==> src/ufp_pkg.sv <==
`timescale 1ns / 1ps
`default_nettype none
// ----------------------------------------------------------------------------
// ufp_pkg
// Shared types, character codes and helpers for the form body parser.
// ----------------------------------------------------------------------------
package ufp_pkg;

    localparam logic [7:0] CHR_EQ    = 8'h3D;
    localparam logic [7:0] CHR_AMP   = 8'h26;
    localparam logic [7:0] CHR_PLUS  = 8'h2B;
    localparam logic [7:0] CHR_SPACE = 8'h20;
    localparam logic [7:0] CHR_PCT   = 8'h25;

    localparam logic [1:0] PART_NAME  = 2'd0;
    localparam logic [1:0] PART_VALUE = 2'd1;
    localparam logic [1:0] PART_END   = 2'd2;

    localparam logic [1:0] ESC_NONE = 2'd0;
    localparam logic [1:0] ESC_PCT  = 2'd1;
    localparam logic [1:0] ESC_HI   = 2'd2;

    localparam int RES_DEPTH = 4;
    localparam int RES_PTR_W = $clog2(RES_DEPTH);
    localparam int RES_CNT_W = $clog2(RES_DEPTH + 1);

    typedef struct packed {
        logic [7:0] out_byte;
        logic [1:0] part;
        logic       end_of_input;
        logic       last_in_step;
    } t_res;

    function automatic logic [3:0] hex_digit(input logic [7:0] b);
        logic [3:0] d;
        d = 4'd0;
        if (b >= 8'h30 && b <= 8'h39) begin
            d = b[3:0];
        end else if ((b >= 8'h61 && b <= 8'h66) || (b >= 8'h41 && b <= 8'h46)) begin
            d = b[3:0] + 4'd9;
        end
        return d;
    endfunction

endpackage
`default_nettype wire

==> src/ufp_if.sv <==
`timescale 1ns / 1ps
`default_nettype none
// ----------------------------------------------------------------------------
// ufp_if
// Valid/ready channels for raw body bytes and decoded results.
// ----------------------------------------------------------------------------
interface ufp_in_if;
    logic       valid;
    logic       ready;
    logic [7:0] in_byte;
    logic       last_byte;

    modport source (output valid, output in_byte, output last_byte, input ready);
    modport sink   (input valid, input in_byte, input last_byte, output ready);
endinterface

interface ufp_out_if;
    logic       valid;
    logic       ready;
    logic [7:0] out_byte;
    logic [1:0] part;
    logic       end_of_input;
    logic       last_in_step;

    modport source (output valid, output out_byte, output part, output end_of_input,
                    output last_in_step, input ready);
    modport sink   (input valid, input out_byte, input part, input end_of_input,
                    input last_in_step, output ready);
endinterface
`default_nettype wire

==> src/ufp_res_fifo.sv <==
`timescale 1ns / 1ps
`default_nettype none
// ----------------------------------------------------------------------------
// ufp_res_fifo
// Small result queue: takes up to two results per cycle, gives one.
// ----------------------------------------------------------------------------
module ufp_res_fifo (
    input  wire                 i_clk,
    input  wire                 i_rst_n,
    input  wire  [1:0]          i_push_cnt,
    input  wire  ufp_pkg::t_res i_res0,
    input  wire  ufp_pkg::t_res i_res1,
    output logic                o_space_ok,
    ufp_out_if.source           o_out
);

    ufp_pkg::t_res                     r_mem [ufp_pkg::RES_DEPTH];
    logic [ufp_pkg::RES_PTR_W-1:0]     r_rd;
    logic [ufp_pkg::RES_PTR_W-1:0]     r_wr;
    logic [ufp_pkg::RES_CNT_W-1:0]     r_cnt;
    logic [ufp_pkg::RES_PTR_W-1:0]     n_rd;
    logic [ufp_pkg::RES_PTR_W-1:0]     n_wr;
    logic [ufp_pkg::RES_CNT_W-1:0]     n_cnt;
    logic                              pop;

    assign pop          = o_out.valid && o_out.ready;
    assign o_out.valid  = (r_cnt != '0);
    assign o_out.out_byte     = r_mem[r_rd].out_byte;
    assign o_out.part         = r_mem[r_rd].part;
    assign o_out.end_of_input = r_mem[r_rd].end_of_input;
    assign o_out.last_in_step = r_mem[r_rd].last_in_step;
    // room for two results, whatever leaves this cycle
    assign o_space_ok = (r_cnt <= ufp_pkg::RES_CNT_W'(ufp_pkg::RES_DEPTH - 2));

    always_comb begin
        n_rd  = r_rd + ufp_pkg::RES_PTR_W'(pop);
        n_wr  = r_wr + ufp_pkg::RES_PTR_W'(i_push_cnt);
        n_cnt = r_cnt + ufp_pkg::RES_CNT_W'(i_push_cnt) - ufp_pkg::RES_CNT_W'(pop);
    end

    always_ff @(posedge i_clk) begin
        if (!i_rst_n) begin
            r_rd  <= '0;
            r_wr  <= '0;
            r_cnt <= '0;
        end else begin
            r_rd  <= n_rd;
            r_wr  <= n_wr;
            r_cnt <= n_cnt;
        end
    end

    always_ff @(posedge i_clk) begin
        if (i_push_cnt != 2'd0) begin
            r_mem[r_wr] <= i_res0;
        end
        if (i_push_cnt == 2'd2) begin
            r_mem[r_wr + ufp_pkg::RES_PTR_W'(1)] <= i_res1;
        end
    end

endmodule
`default_nettype wire

==> src/url_encoded_form_parser_core.sv <==
`timescale 1ns / 1ps
`default_nettype none
// ----------------------------------------------------------------------------
// url_encoded_form_parser_core
// Splits a URL-encoded form body into name/value bytes and field ends.
// ----------------------------------------------------------------------------
// Output: results of an accepted byte enter the result queue and are offered
// behind older ones. Throughput: one byte per cycle while the queue has room
// for two results; the four-entry queue absorbs bytes giving two results.
// Reset: synchronous, active low; clears parser state and empties the queue.
// ----------------------------------------------------------------------------
module url_encoded_form_parser_core (
    input  wire        i_clk,
    input  wire        i_rst_n,
    ufp_in_if.sink     i_in,
    ufp_out_if.source  o_out
);

    logic          r_in_value;
    logic [1:0]    r_esc;
    logic [3:0]    r_hi;
    logic          n_in_value;
    logic [1:0]    n_esc;
    logic [3:0]    n_hi;

    ufp_pkg::t_res s0;
    ufp_pkg::t_res s1;
    ufp_pkg::t_res tail;
    logic [1:0]    cnt;
    logic          closed;
    logic          acc;
    logic          space_ok;
    logic [7:0]    b;
    logic [3:0]    hexd;

    assign i_in.ready = space_ok;
    assign acc        = i_in.valid && space_ok;

    always_comb begin
        b          = i_in.in_byte;
        hexd       = ufp_pkg::hex_digit(b);
        n_in_value = r_in_value;
        n_esc      = r_esc;
        n_hi       = r_hi;
        s0         = '0;
        s1         = '0;
        tail       = '0;
        cnt        = 2'd0;
        closed     = 1'b0;

        if (!r_in_value) begin
            if (b == ufp_pkg::CHR_AMP) begin
                s0 = '{8'd0, ufp_pkg::PART_END, 1'b0, 1'b0};
                cnt = 2'd1;
                closed = 1'b1;
            end else if (b == ufp_pkg::CHR_EQ) begin
                n_in_value = 1'b1;
            end else begin
                s0 = '{b, ufp_pkg::PART_NAME, 1'b0, 1'b0};
                cnt = 2'd1;
            end
        end else if (r_esc == ufp_pkg::ESC_NONE) begin
            if (b == ufp_pkg::CHR_PCT) begin
                n_esc = ufp_pkg::ESC_PCT;
                n_hi  = 4'd0;
            end else if (b == ufp_pkg::CHR_PLUS) begin
                s0 = '{ufp_pkg::CHR_SPACE, ufp_pkg::PART_VALUE, 1'b0, 1'b0};
                cnt = 2'd1;
            end else if (b == ufp_pkg::CHR_AMP) begin
                s0 = '{8'd0, ufp_pkg::PART_END, 1'b0, 1'b0};
                cnt = 2'd1;
                closed = 1'b1;
            end else begin
                s0 = '{b, ufp_pkg::PART_VALUE, 1'b0, 1'b0};
                cnt = 2'd1;
            end
        end else if (r_esc == ufp_pkg::ESC_PCT) begin
            if (b == ufp_pkg::CHR_AMP) begin
                s0 = '{8'd0, ufp_pkg::PART_VALUE, 1'b0, 1'b0};
                s1 = '{8'd0, ufp_pkg::PART_END, 1'b0, 1'b0};
                cnt = 2'd2;
                closed = 1'b1;
            end else begin
                n_hi  = hexd;
                n_esc = ufp_pkg::ESC_HI;
            end
        end else begin
            if (b == ufp_pkg::CHR_AMP) begin
                s0 = '{{r_hi, 4'd0}, ufp_pkg::PART_VALUE, 1'b0, 1'b0};
                s1 = '{8'd0, ufp_pkg::PART_END, 1'b0, 1'b0};
                cnt = 2'd2;
                closed = 1'b1;
            end else begin
                s0 = '{{r_hi, hexd}, ufp_pkg::PART_VALUE, 1'b0, 1'b0};
                cnt = 2'd1;
                n_esc = ufp_pkg::ESC_NONE;
                n_hi  = 4'd0;
            end
        end

        if (!closed && i_in.last_byte) begin
            // escape cut short by end of input: missing digits are zero
            if (n_in_value && n_esc != ufp_pkg::ESC_NONE) begin
                tail = '{(n_esc == ufp_pkg::ESC_PCT) ? 8'd0 : {n_hi, 4'd0},
                         ufp_pkg::PART_VALUE, 1'b0, 1'b0};
                if (cnt == 2'd0) begin
                    s0 = tail;
                end else begin
                    s1 = tail;
                end
                cnt = cnt + 2'd1;
            end
            tail = '{8'd0, ufp_pkg::PART_END, 1'b0, 1'b0};
            if (cnt == 2'd0) begin
                s0 = tail;
            end else begin
                s1 = tail;
            end
            cnt = cnt + 2'd1;
        end

        if (closed || i_in.last_byte) begin
            n_in_value = 1'b0;
            n_esc      = ufp_pkg::ESC_NONE;
            n_hi       = 4'd0;
        end

        if (cnt == 2'd1) begin
            s0.last_in_step = 1'b1;
            s0.end_of_input = i_in.last_byte;
        end else if (cnt == 2'd2) begin
            s1.last_in_step = 1'b1;
            s1.end_of_input = i_in.last_byte;
        end
    end

    always_ff @(posedge i_clk) begin
        if (!i_rst_n) begin
            r_in_value <= 1'b0;
            r_esc      <= ufp_pkg::ESC_NONE;
            r_hi       <= 4'd0;
        end else if (acc) begin
            r_in_value <= n_in_value;
            r_esc      <= n_esc;
            r_hi       <= n_hi;
        end
    end

    ufp_res_fifo u_res_fifo (
        .i_clk      (i_clk),
        .i_rst_n    (i_rst_n),
        .i_push_cnt (acc ? cnt : 2'd0),
        .i_res0     (s0),
        .i_res1     (s1),
        .o_space_ok (space_ok),
        .o_out      (o_out)
    );

endmodule
`default_nettype wire

==> src/flat_wrapper.sv <==
// flat-port wrapper written by rule: the top's interface ports become plain ports
module url_encoded_form_parser_core_flat 
  (i_clk, i_rst_n, i_in_valid, i_in_in_byte, i_in_last_byte, i_in_ready, o_out_valid, o_out_out_byte, o_out_part, o_out_end_of_input, o_out_last_in_step, o_out_ready);
  ufp_in_if i_in_i ();
  ufp_out_if o_out_i ();
  input  wire i_clk;
  input  wire i_rst_n;
  input wire logic [$bits(i_in_i.valid)-1:0] i_in_valid;
  input wire logic [$bits(i_in_i.in_byte)-1:0] i_in_in_byte;
  input wire logic [$bits(i_in_i.last_byte)-1:0] i_in_last_byte;
  output wire logic [$bits(i_in_i.ready)-1:0] i_in_ready;
  output wire logic [$bits(o_out_i.valid)-1:0] o_out_valid;
  output wire logic [$bits(o_out_i.out_byte)-1:0] o_out_out_byte;
  output wire logic [$bits(o_out_i.part)-1:0] o_out_part;
  output wire logic [$bits(o_out_i.end_of_input)-1:0] o_out_end_of_input;
  output wire logic [$bits(o_out_i.last_in_step)-1:0] o_out_last_in_step;
  input wire logic [$bits(o_out_i.ready)-1:0] o_out_ready;
  assign i_in_i.valid = i_in_valid;
  assign i_in_i.in_byte = i_in_in_byte;
  assign i_in_i.last_byte = i_in_last_byte;
  assign i_in_ready = i_in_i.ready;
  assign o_out_valid = o_out_i.valid;
  assign o_out_out_byte = o_out_i.out_byte;
  assign o_out_part = o_out_i.part;
  assign o_out_end_of_input = o_out_i.end_of_input;
  assign o_out_last_in_step = o_out_i.last_in_step;
  assign o_out_i.ready = o_out_ready;
  url_encoded_form_parser_core u_core (.i_clk(i_clk), .i_rst_n(i_rst_n), .i_in(i_in_i), .o_out(o_out_i));
endmodule
==> config.mk <==
export PLATFORM = sky130hd
export DESIGN_NAME = url_encoded_form_parser_core_flat
export DESIGN_NICKNAME = d
export VERILOG_FILES = /design/src/ufp_pkg.sv /design/src/ufp_if.sv /design/src/ufp_res_fifo.sv /design/src/url_encoded_form_parser_core.sv /design/src/flat_wrapper.sv
export SDC_FILE = /design/constraint.sdc
export NUM_CORES = 1
export LEC_CHECK = 0
export BUFFER_PORTS_ARGS = -buffer_cell sky130_fd_sc_hd__buf_2
export CAP_MARGIN = 10
export CORE_ASPECT_RATIO = 0.75
export CORE_MARGIN = 5
export CORE_UTILIZATION = 45
export DETAILED_ROUTE_END_ITERATION = 6
export PLACE_DENSITY = 0.73
export SETUP_SLACK_MARGIN = 0.5
export SYNTH_ARGS = -nofsm -noshare
export SYNTH_HDL_FRONTEND = slang
export SYNTH_SLANG_ARGS = --single-unit
==> constraint.sdc <==
create_clock -name i_clk -period 8.2 [get_ports i_clk]
set_input_delay 1.64 -clock i_clk [delete_from_list [all_inputs] [get_ports i_clk]]
set_output_delay 1.64 -clock i_clk [all_outputs]
set_load 0.02 [all_outputs]
Word level (Yosys, flattened, before mapping)
Memory sizes are Yosys's and may differ from the RTL's. A register that Yosys moved wholly into a read port is not among the register bits. Cells that the tools add are included.

Register bits: 14. Bits in writable memories: 48. Input port bits: 13. Output and inout port bits: 14. Word-level logic and storage cells: 114. Memories: 1.

Add/sub/neg operators: 8. Order comparisons: 7. Equal/unequal tests: 9. Mux-type cells: 67. Reduce and logical (&&, ||, !) cells: 16.

Memories: u_core.u_res_fifo.r_mem (depth 4, width 12, rd ports 1, clocked after Yosys merged registers in 1, wr ports 2, line ufp_res_fifo.sv:17) `ufp_pkg::t_res r_mem [ufp_pkg::RES_DEPTH];`.

Operators by type and width (count): $mux W12 (18); $mux W2 (21); $mux W4 (10); $eq A8 B6 Y1 const B (4); $ge A8 B7 Y1 const B (2); $le A8 B7 Y1 const B (2); $mux W8 (2); $mux W1 (15); $ge A8 B6 Y1 const B (1); $le A8 B6 Y1 const B (1); $logic_and A1 B1 Y1 (7); $add A2 B1 Y2 const B (3); $eq A2 B1 Y1 const B (3); $logic_not A2 Y1 (3); $add A4 B4 Y4 const B (1); $eq A2 B2 Y1 const B (2); $reduce_bool A2 Y1 (2); $add A3 B2 Y3 (1); $le A3 B2 Y1 const B (1); $mux W3 (1); $reduce_bool A3 Y1 (1); $sub A3 B1 Y3 (1); $add A2 B1 Y2 (1); $add A2 B2 Y2 (1); other kinds (2) (3).

Logic depth before layout (Yosys ltp)
Gate-level depths: netlist (run 1).

Depth after elaboration: 16. Mapped depth: 18. Mapped depth without buffers: 17.

Modules after synthesis
A second synthesis (run 1) with hierarchy kept.

Cells, all modules: 344. Area, all modules: 4215.3 µm².

By module, submodules not included: ufp_res_fifo (times used 1, cells each 161, area each 2929.1 µm², sequential area each 1581.5 µm²); url_encoded_form_parser_core (times used 1, cells each 183, area each 1286.2 µm², sequential area each 140.1 µm²).

Worst setup path before layout (run 1)
No wires, ideal clock.

Path kind: input to register. Start point: input i_in_in_byte[0]. End point: register u_core.u_res_fifo.r_cnt[2] (netlist name). Setup time: 115 ps. Data arrival time: 5083 ps. Data required time: 8085 ps. Path slack: 3002 ps. Cell stages on the path: 18. Buffers on the path: 1. Cells stage by stage: inv_1 ha_1 nand4bb_1 or2_1 clkbuf_1 nor2_1 inv_1 ha_1 nand2_1 ha_1 inv_1 o21ai_0 nand2_1 ha_1 fa_1 xor2_1 xnor2_1 and2_1.

Word-level cells in the longest chain between the ends: 14. Elaborated cells between the ends (all ways): 38. Those cells by class: add/sub (4); eq/ne (4); mux (26); reduce/logical (4).

Ends and longest elaborated chain: from (decl) (line flat_wrapper.sv:9) `input wire logic [$bits(i_in_i.in_byte)-1:0] i_in_in_byte;`; branches (longest 10 deep; another with $add A2 B1 Y2); $mux W2 (*) (line url_encoded_form_parser_core.sv:101) `if (!closed && i_in.last_byte) begin`; $mux W2 (*) (line url_encoded_form_parser_core.sv:152) `.i_push_cnt (acc ? cnt : 2'd0),`; $add A3 B2 Y3 (*) (line ufp_res_fifo.sv:38) `n_cnt = r_cnt + ufp_pkg::RES_CNT_W'(i_push_cnt) - ufp_pkg::RES_CNT_W'(pop);`; $sub A3 B1 Y3 (*) (line ufp_res_fifo.sv:38); to (signal assigned) (line ufp_res_fifo.sv:49) `r_cnt <= n_cnt;`; to (decl) (line ufp_res_fifo.sv:20) `logic [ufp_pkg::RES_CNT_W-1:0] r_cnt;`.

Every way passes the cells marked *. The select of a mux whose other input is x is not followed. A chain may end at the register's enable or synchronous reset.

Worst setup path after layout (run 1)
Same ends and word-level chain as after synthesis.

==> flow_summary.toml, run 1 <==
[sta]
hold_ws_ns = 0.467
fin_crit_ns = 5.42
hold_violations = 0
setup_viol = 0
skew_ns = 0.0136
worst_pin_slew_ns = 1.03
finalWorstSetupSlack_ns = 2.78
drv_slew = 0
relSlewSlack_pct = 30.6
setup_tns_ns = 0
period_share_pct = 66.1
fmaxAchievable_mhz = 184
rsz0062_at_grt = "false"

[grt]
grt_usage_pct = 18.8
grt_max_degree = 21
grt_pass1_wl_um = 14900
grt_pass1_vias = 2849
antenna_found_initial = 0
grt.overflow.total = 0

[critical_path]
end_kind = "register"
reg2reg_slack_ns = 4.11
worstReg2RegEnd = "u_core.u_res_fifo.r_cnt[2]"
arrival_ns = 5.67
r2r_cells = 14
r2r-start = "u_core.r_in_value"
crit_type = "input pin to register"
worstSetupStartpointType = "input pin"
crit_required_ns = 8.45
crit_fanout = 7

[cts]
cts_tree = "done"
cts-htree-levels = 3
numCtsBuffers = 9
clkTransAtPathRegs_ns = 0.08
ctsResizeCount = 0
cts-root-buf = "clkbuf_8"
insertion_delay_ns = 0.35
cts_setup_buffers = 0
clock_path_buffers = 2
cts_hold_buf = 0
clock_sinks = 62

[logic_synthesis]
yosysMostFrequentCell = "edfxtp_1"
syn-instance-count = 371
ys_types = 60
avgSynthCellArea_sq_um = 9.94
synthesis.nets = 396
synth-seq-area-share_pct = 42.3
synth-warning-count = 0
synth_ff_type = "edfxtp_1"
synth_top_area_share_pct = 26.1
synth.cells.most_frequent = "edfxtp_1 (32), nand2_1 (31), dfxtp_1 (30)"
synth_edf_count = 32
synthArstFlopShare_pct = 0
yosysTopAreaCell = "edfxtp_1"
synth_area_leaders = "edfxtp_1 (26%), dfxtp_1 (16%), mux4_2 (7.3%), ha_1 (3.7%), o22ai_1 (3.6%)"
synth_area_sq_um = 3690
synth_seq_cells = 62

[drt]
wirelength_um = 9050
ant_nets = 0
drtPass1Iterations = 5
detail_route.iter0.violations = 291
drc = 0
wl_per_cell_um = 18.3
via_count = 3085
viasPerCell = 6.23

[floorplan]
ios = 27
die-height_um = 88.4
fp.coreArea_sq_um = 7950
start_util_pct = 46.4
die_x_um = 115
rows = 28
die-area_sq_um = 10100

[placed_design]
hpwl_um = 6760
dp_cells = 479
pre_cts_slack_ns = 2.46
port_buffers = 26
gp_congestion = 0.929

[power_and_ir_drop]
power_density_nw_per_um2 = 256
ir_drop_mv = 0.109
power_switching_uw = 344
internal_power_uw = 702
seq_power_share_pct = 42.5
p_leak_nw = 1.43
swShare_pct = 32.9
clock_power_share_pct = 28.5
pwr-share-comb_pct = 28.9

[worst_hold_path]
holdCritStartpoint = "u_core.u_res_fifo.r_mem[3][5]"
min_path_cells = 2
worstHoldEndpoint = "u_core.u_res_fifo.r_mem[3][5]"
worstHoldPathType = "register to register"

[finish]
nets = 410
instances_no_fill = 495
drive_gt1_share_pct = 17.4
multiInputGateArea_sq_um = 1960
regArea_sq_um = 1560
antennaDiodeCount = 0
fillCellCount = 714
area_growth_pct = 10.6

[flow_run]
maxCapViolCount = 0

[outcome]
outcome = "completed"
[state kept, by name, indices dropped and copies added (netlist names)]
name	flops
u_core.r_in_value	1
u_core.r_esc	2
u_core.u_res_fifo.r_rd	2
u_core.r_hi	4
u_core.u_res_fifo.r_mem	48
u_core.u_res_fifo.r_wr	2
u_core.u_res_fifo.r_cnt	3
[stage by stage]
| stage | util, % | instance area [sq um] | power, mW |
|---|---|---|---|
| 2_1_floorplan | - | 3690 | 0.669 |
| 3_3_place_gp | 48.5 | 3860 | 0.746 |
| 3_5_place_dp | 48.5 | 3860 | 0.757 |
| 4_1_cts | 51.3 | 4080 | 1.05 |
| 5_1_grt | 51.3 | 4080 | 1.10 |
| 6_report | 51.3 | 4080 | 1.05 |
[routing by layer]
| layer | track usage, % | vias to the layer above | routed length [um] |
|---|---|---|---|
| met5 | 0 | - | 0 |
| met4 | 6.04 | 0 | 155 |
| met3 | 5.19 | 19 | 815 |
| met2 | 26.8 | 166 | 3820 |
| met1 | 27.7 | 1453 | 4250 |
| li1 | - | 1447 | - |
[worst max-delay path, cell delays in order]
cell and delay [ns]:
buf_2 0.14, inv_1 0.15, ha_1 0.25, nand4bb_1 0.23
or2_1 0.39, nor2_1 0.21, inv_1 0.10, ha_1 0.28
nand2_1 0.05, ha_1 0.31, inv_1 0.05, o21ai_0 0.48
nand2_1 0.19, ha_1 0.33, fa_1 0.43, xor2_1 0.16
xnor2_1 0.13, and2_1 0.15
[layout make-up]
type	instances	share of cell area, %
multi-input combinational	266	48.1
sequential	62	38.3
tap	105	3.22
timing repair buffer	26	3.19
clock buffer	9	3.04
clock inverter	7	2.33
inverter	20	1.84
[power by group through the flow]
stage,Clock [mW],Sequential [mW],Combinational (mW)
2_1_floorplan,0,0.422,0.247
3_3_place_gp,0,0.448,0.298
3_5_place_dp,0,0.452,0.305
4_1_cts,0.304,0.445,0.305
5_1_grt,0.316,0.452,0.334
6_report,0.299,0.445,0.303
[cell usage in the layout, fill, tap and decap left out, drive strengths merged, types with 3 or more instances in the layout]
master	n
nand4	5
buf	26
o22ai	21
o21ai	30
nor2b	7
o32ai	7
mux4	12
nor3	8
nand3	20
edfxtp	32
nor2	11
and2	15
a31o	4
a22oi	9
clkbuf	9
xor2	3
nor3b	3
a21o	4
xnor2	3
or3	3
ha	11
mux2i	6
a31oi	4
a21oi	11
nand2b	4
nand2	31
inv	22
dfxtp	30
[cells by family (layout without fill, tap and decap cells)]
| kind of cell | after synthesis | count (layout) | share of synthesized area (%) |
|---|---|---|---|
| DFF | 62 | 62 | 42.3 |
| AOI/OAI and AO/OA | 106 | 106 | 20.0 |
| xor gates and xnor gates | 6 | 6 | 1.42 |
| and+or+nand+nor | 124 | 124 | 18.5 |
| buffers and inverters | 43 | 62 | 4.48 |
| adders and majority gates | 12 | 12 | 4.27 |
| muxes | 18 | 18 | 8.96 |
[worst max path at each step]
stage / from / endpoint / slack, ns
final: i_in_in_byte[0] / u_core.u_res_fifo.r_cnt[2] / 2.78
after global routing: i_in_in_byte[0] / u_core.u_res_fifo.r_cnt[2] / 2.46
after CTS: i_in_in_byte[0] / u_core.u_res_fifo.r_cnt[2] / 2.83
after detailed placement: i_in_in_byte[0] / u_core.u_res_fifo.r_cnt[2] / 2.46
after global placement: i_in_in_byte[0] / u_core.u_res_fifo.r_cnt[2] / 2.70
after floorplan: i_in_in_byte[0] / u_core.u_res_fifo.r_cnt[2] / 3.00
Power figures use the tool's default switching activity.
==> inputs of run 2 (changes only) <==
--- a/config.mk
+++ b/config.mk
@@ -11,7 +11,7 @@
 export CORE_MARGIN = 5
 export CORE_UTILIZATION = 45
 export DETAILED_ROUTE_END_ITERATION = 6
-export PLACE_DENSITY = 0.73
+export PLACE_DENSITY = 0.76
 export SETUP_SLACK_MARGIN = 0.5
 export SYNTH_ARGS = -nofsm -noshare
 export SYNTH_HDL_FRONTEND = slang
==> constraint.sdc (replaced) <==
create_clock -name i_clk -period 4.45 [get_ports i_clk]
set_input_delay 0.89 -clock i_clk [delete_from_list [all_inputs] [get_ports i_clk]]
set_output_delay 0.89 -clock i_clk [all_outputs]
set_load 0.02 [all_outputs]
==> run 2 against run 1 <==
Clock power up 88%; critical endpoint unchanged; critical path type unchanged; sequential cell count did not move; via count is 3.4% higher.
==> flow_summary.toml, run 2 (synthesized netlist as in run 1, its figures left out) <==
[flow_run]
maxCapViolCount = 0

[drt]
via_count = 3190
drc = 0
ant_nets = 0
wl_per_cell_um = 18.2
wirelength_um = 9290
viasPerCell = 6.24
drtPass1Iterations = 6
detail_route.iter0.violations = 338

[cts]
cts_hold_buf = 0
cts_tree = "done"
clock_sinks = 62
clkTransAtPathRegs_ns = 0.08
clock_path_buffers = 2
numCtsBuffers = 9
cts-htree-levels = 3
insertion_delay_ns = 0.34
cts-root-buf = "clkbuf_8"

[grt]
antenna_found_initial = 0
grt.overflow.total = 0
grtUsageMet1_pct = 28.9
grt_pass1_wl_um = 15600
grt_max_degree = 15
grtUsageMet2_pct = 28.6
grt_pass1_vias = 2961
use_met3_pct = 4.58
gr-max-usage-layer = "met1"
grt_usage_pct = 19.7

[placed_design]
dp_cells = 492
dpl_cell_area_sq_um = 4010
port_buffers = 26
hpwl_um = 6900
pre_cts_slack_ns = 0.161
gp_congestion = 0.964

[finish]
area_growth_pct = 16.1
antennaDiodeCount = 0
largest_reg_flops = 48
largestRegisters = "u_core.u_res_fifo.r_mem: 48 flops, u_core.r_hi: 4 flops, u_core.u_res_fifo.r_cnt: 3 flops"
instances_no_fill = 511
max_flop_register = "u_core.u_res_fifo.r_mem"
layout_commonest_cell = "edfxtp_1"
fillCellCount = 685
nets = 426
mostFrequentLayoutCells = "edfxtp_1 (32), nand2_1 (30), dfxtp_1 (30)"
design_area_sq_um = 4280
drive_gt1_share_pct = 24.1

[power_and_ir_drop]
power_density_nw_per_um2 = 460
ir_drop_mv = 0.242
totalPowerFinal_mw = 1.97
p_leak_nw = 1.51

[critical_path]
cp_top_family = "simple AND/OR/NAND/NOR gates"
slowest_delay_ns = 0.45
arrival_ns = 4.06
end_kind = "register"
crit_required_ns = 4.69
worstSetupStartpointType = "input pin"
crit_type = "input pin to register"
critical_path_buf_inv_count = 3
crit_top_cell = "ha_4"
cp_cell_sequence = "buf_2, or3b_4, or2_4, nor2_2, inv_1, ha_1, nand2_1, ha_4, inv_2, o21ai_4, nand2_2, ha_4, fa_2, xor2_1, xnor2_1, and2_1"
crit_fanout = 8
cp_slowest_cell = "or3b_4"

[sta]
hold_violations = 0
setup_tns_ns = 0
period_share_pct = 85.8
rsz0062_at_grt = "false"
setup_viol = 0
drv_slew = 0
fin_crit_ns = 3.82
finalWorstSetupSlack_ns = 0.634
relSlewSlack_pct = 43.9
skew_ns = 0.00604
worst_pin_slew_ns = 0.841
fmaxAchievable_mhz = 262

[floorplan]
rows = 28
fp.coreArea_sq_um = 7950
die_x_um = 115
ios = 27
die-height_um = 88.4
start_util_pct = 46.4
die-area_sq_um = 10100

[worst_hold_path]
worstHoldPathType = "register to register"

[outcome]
outcome = "completed"
==> run 2: worst min-delay path: cells and delay by family (launching register included) <==
kind             cells  cell delay, ns
multiplexers         1            0.06
flip-flops           1            0.31
AND/OR/NAND/NOR      1            0.05
==> run 2: layout make-up <==
cell class	count	area, sq um	area share (%)
inverter	20	75.1	1.75
sequential	62	1560	36.5
clock buffer	9	124	2.89
clock inverter	7	105	2.45
multi-input combinational	266	2040	47.5
tap	105	131	3.07
timing repair buffer	42	250	5.84
==> run 2: report_power, final <==
part | total, mW | internal, mW | switching, mW
Clock | 0.563 | 0.324 | 0.240
Combinational | 0.590 | 0.268 | 0.322
Sequential | 0.815 | 0.729 | 0.0868
Total | 1.97 | 1.32 | 0.649
==> run 2: layer usage <==
| metal | part of all wire, % | vias to the layer above |
|---|---|---|
| li1 | - | 1472 |
| met1 | 45 | 1497 |
| met2 | 44 | 199 |
| met3 | 10 | 22 |
| met4 | 1.8 | 0 |
| met5 | 0 | - |
==> run 2: final timing paths <==
path | start | end | slack [ns] | depth (start not counted)
max reg2reg | u_core.r_esc[1] | u_core.u_res_fifo.r_cnt[2] | 1.07 | 14
min reg2reg | u_core.u_res_fifo.r_mem[3][4] | u_core.u_res_fifo.r_mem[3][4] | 0.46 | 2
min | u_core.u_res_fifo.r_mem[3][4] | u_core.u_res_fifo.r_mem[3][4] | 0.46 | 2
max | i_in_in_byte[5] | u_core.u_res_fifo.r_cnt[2] | 0.63 | 16
==> run 2: through the flow <==
| step | utilization (%) | hold WS [ns] |
|---|---|---|
| finish | 53.9 | 0.463 |
| global route | 53.9 | 0.506 |
| CTS | 53.3 | 0.466 |
| detailed placement | 50.4 | 0.453 |
| global placement | 50.4 | 0.443 |
| floorplan | - | 0.435 |
==> run 2: timing repair <==
item	4_1_cts	5_1_grt
setup buffers	0	3
resized for setup	0	4
endpoints found under the setup margin	0	11
==> inputs of run 3 (changes only) <==
--- a/config.mk
+++ b/config.mk
@@ -11,8 +11,10 @@
 export CORE_MARGIN = 5
 export CORE_UTILIZATION = 45
 export DETAILED_ROUTE_END_ITERATION = 6
-export PLACE_DENSITY = 0.76
+export HOLD_SLACK_MARGIN = 0.08
+export PLACE_DENSITY = 0.75
 export SETUP_SLACK_MARGIN = 0.5
 export SYNTH_ARGS = -nofsm -noshare
 export SYNTH_HDL_FRONTEND = slang
+export SYNTH_HIERARCHICAL = 1
 export SYNTH_SLANG_ARGS = --single-unit
==> run 3 against run 2 <==
Sequential cell count unchanged; critical path depth decreased by 1; clock skew increased by 0.00091 ns; first-iteration DRC count increased by 1.2%; clock power increased by 34%; hold slack improved by 0.041 ns; largest cell class unchanged; fmax increased by 0.33%; sequential power decreased by 4.2%.
==> flow_summary.toml, run 3 <==
[outcome]
outcome = "completed"

[logic_synthesis]
avgSynthCellArea_sq_um = 12.3
synth_area_leaders = "edfxtp_1 (34%), mux2_4 (10%), dfxtp_1 (6.6%), mux4_2 (6.4%), mux2_2 (2.9%)"
ys_types = 70
synth-seq-area-share_pct = 40.8
synthArstFlopShare_pct = 0
synth_seq_cells = 62
synth_edf_count = 48
synth_top_area_share_pct = 34.2
synth-warning-count = 6
yosysMostFrequentCell = "edfxtp_1"
synth_area_sq_um = 4220
yosysTopAreaCell = "edfxtp_1"
synth.cells.most_frequent = "edfxtp_1 (48), mux2_4 (28), nand2_1 (24)"
syn-instance-count = 344
synth_ff_type = "edfxtp_1"

[drt]
ant_nets = 0
detail_route.iter0.violations = 342
viasPerCell = 5.75
drtPass1Iterations = 5
wl_per_cell_um = 18.8
wirelength_um = 10000
drc = 0
via_count = 3055

[floorplan]
die-height_um = 93.8
die-area_sq_um = 11400
fp.coreArea_sq_um = 9080
die_x_um = 122
rows = 30
ios = 27
start_util_pct = 46.4

[sta]
fin_crit_ns = 3.80
fmaxAchievable_mhz = 263
hold_violations = 0
rsz0062_at_grt = "false"
worst_pin_slew_ns = 0.975
period_share_pct = 85.5
drv_slew = 0
skew_ns = 0.00696
relSlewSlack_pct = 34.9
setup_tns_ns = 0
setup_viol = 0

[critical_path]
r2r_cells = 13
critical_path_buf_inv_count = 4
crit_fanout = 9
crit_top_cell = "ha_1"
arrival_ns = 3.89
crit_required_ns = 4.53
cp_cell_sequence = "buf_2, inv_2, ha_2, or3b_4, nor2_4, nand3_2, ha_1, nand3_1, ha_1, nand2_1, a21oi_2, clkdlybuf4s15_2, and4bb_4, buf_12, mux2_4"
cp.depth = 15
slowest_delay_ns = 0.42
worstSetupStartpointType = "input pin"
end_kind = "register"
crit_type = "input pin to register"
cp_slowest_cell = "or3b_4"
cp_top_family = "simple AND/OR/NAND/NOR gates"

[finish]
max_flop_register = "u_core/u_res_fifo/r_mem"
largestRegisters = "u_core/u_res_fifo/r_mem: 48 flops, u_core/r_hi: 4 flops, u_core/u_res_fifo/r_cnt: 3 flops"
final_util_pct = 55.2
nets = 421
layout_commonest_cell = "edfxtp_1"
mostFrequentLayoutCells = "edfxtp_1 (48), mux2_4 (28), buf_2 (26)"
drive_gt1_share_pct = 38.0
largest_reg_flops = 48
antennaDiodeCount = 0
fillCellCount = 781
area_growth_pct = 18.9

[placed_design]
port_buffers = 26
hpwl_um = 7140
gp_congestion = 0.978

[cts]
cts_hold_buf = 0
cts-root-buf = "clkbuf_16"
cts-htree-levels = 3
clock_sinks = 62
numCtsBuffers = 9
insertion_delay_ns = 0.34
cts_tree = "done"
clock_path_buffers = 2
clkTransAtPathRegs_ns = 0.05

[grt]
grt.overflow.total = 0
grt_max_degree = 24
antenna_found_initial = 0
grt_pass1_wl_um = 16000
grt_pass1_vias = 3003
grt_usage_pct = 18.6

[worst_hold_path]
min_path_cells = 2
worstHoldPathType = "register to register"

[power_and_ir_drop]
power_density_nw_per_um2 = 413
ir_drop_mv = 0.237
p_leak_nw = 1.92
totalPowerFinal_mw = 2.07

[flow_run]
maxCapViolCount = 0
[run 3: cell types whose count changed after synthesis, moves of 11 or more]
cell	change
mux2_4	+28
clkbuf_1	-17
dfxtp_1	-16
edfxtp_1	+16
o22ai_1	-15
o21ai_0	-14
inv_1	-12
nand3_1	-12
mux2_2	+11
[run 3: where the power goes]
part | leakage, nW | internal [mW] | total [mW] | switching, mW
sequential | 0.554 | 0.712 | 0.781 | 0.0684
combinational | 1.21 | 0.264 | 0.535 | 0.271
clock | 0.158 | 0.514 | 0.753 | 0.239
[run 3: worst reg2reg max path, cell delays in order (launching register included)]
cell             delay, ns
dfxtp_1               0.46
nor2_1                0.38
nand2_1               0.19
o221ai_2              0.21
inv_1                 0.07
ha_1                  0.27
nand3_1               0.06
ha_1                  0.28
nand2_1               0.07
a21oi_2               0.15
clkdlybuf4s15_2       0.27
and4bb_4              0.32
buf_12                0.17
mux2_4                0.31
[run 3: final cells by class]
| cell class | instances | area, sq um | area share (%) |
|---|---|---|---|
| multi-input combinational | 269 | 2450 | 48.9 |
| sequential | 62 | 1720 | 34.3 |
| clock inverter | 5 | 71.3 | 1.42 |
| inverter | 8 | 30.0 | 0.599 |
| clock buffer | 11 | 253 | 5.04 |
| tap | 128 | 160 | 3.20 |
| timing repair buffer | 48 | 324 | 6.47 |
[run 3: per-layer routing]
| metal | wire length (um) | global-route usage (%) |
|---|---|---|
| met1 | 4600 | 25.6 |
| met2 | 4540 | 27.8 |
| met3 | 676 | 5.84 |
| met4 | 174 | 6.06 |
| met5 | 0 | 0 |
[run 3: stage by stage]
stage / worst slack (ns) / area (sq um) / hold WS (ns) / cells
after floorplan: 0.524 / 4280 / 0.464 / 359
after global placement: 0.228 / 4580 / 0.483 / 510
after detailed placement: 0.142 / 4580 / 0.492 / 510
after CTS: 0.524 / 4910 / 0.499 / 526
after global routing: 0.499 / 5010 / 0.537 / 531
final: 0.647 / 5010 / 0.504 / 531
[run 3: path summary, 6_finish.rpt]
check                                        to             from  slack [ns]
setup / recovery  u_core/u_res_fifo/r_mem[2][8]  i_in_in_byte[0]        0.65
hold / removal                   u_core/r_hi[3]   u_core/r_hi[3]        0.50
setup reg to reg  u_core/u_res_fifo/r_mem[2][8]  u_core/r_esc[1]        1.00
hold reg to reg                  u_core/r_hi[3]   u_core/r_hi[3]        0.50
[run 3: what timing repair did]
action	4_1_cts	5_1_grt
setup endpoints to repair	2	80
gates resized for setup	1	16
buffers inserted	0	4
pin swaps	0	2
gates cloned	0	1
[run 3: logic make-up after synthesis]
logic type               Yosys count  share of synthesized area (%)
XOR/XNOR                           2                           1.07
adder cells (fa/ha/maj)           10                           3.15
AND/OR/NAND/NOR                  104                           15.7
AO/OA/AOI/OAI                     70                           11.7
buffers and inverters             28                           4.04
other                              1                         0.0890
multiplexers                      67                           23.4
flip-flops                        62                           40.8
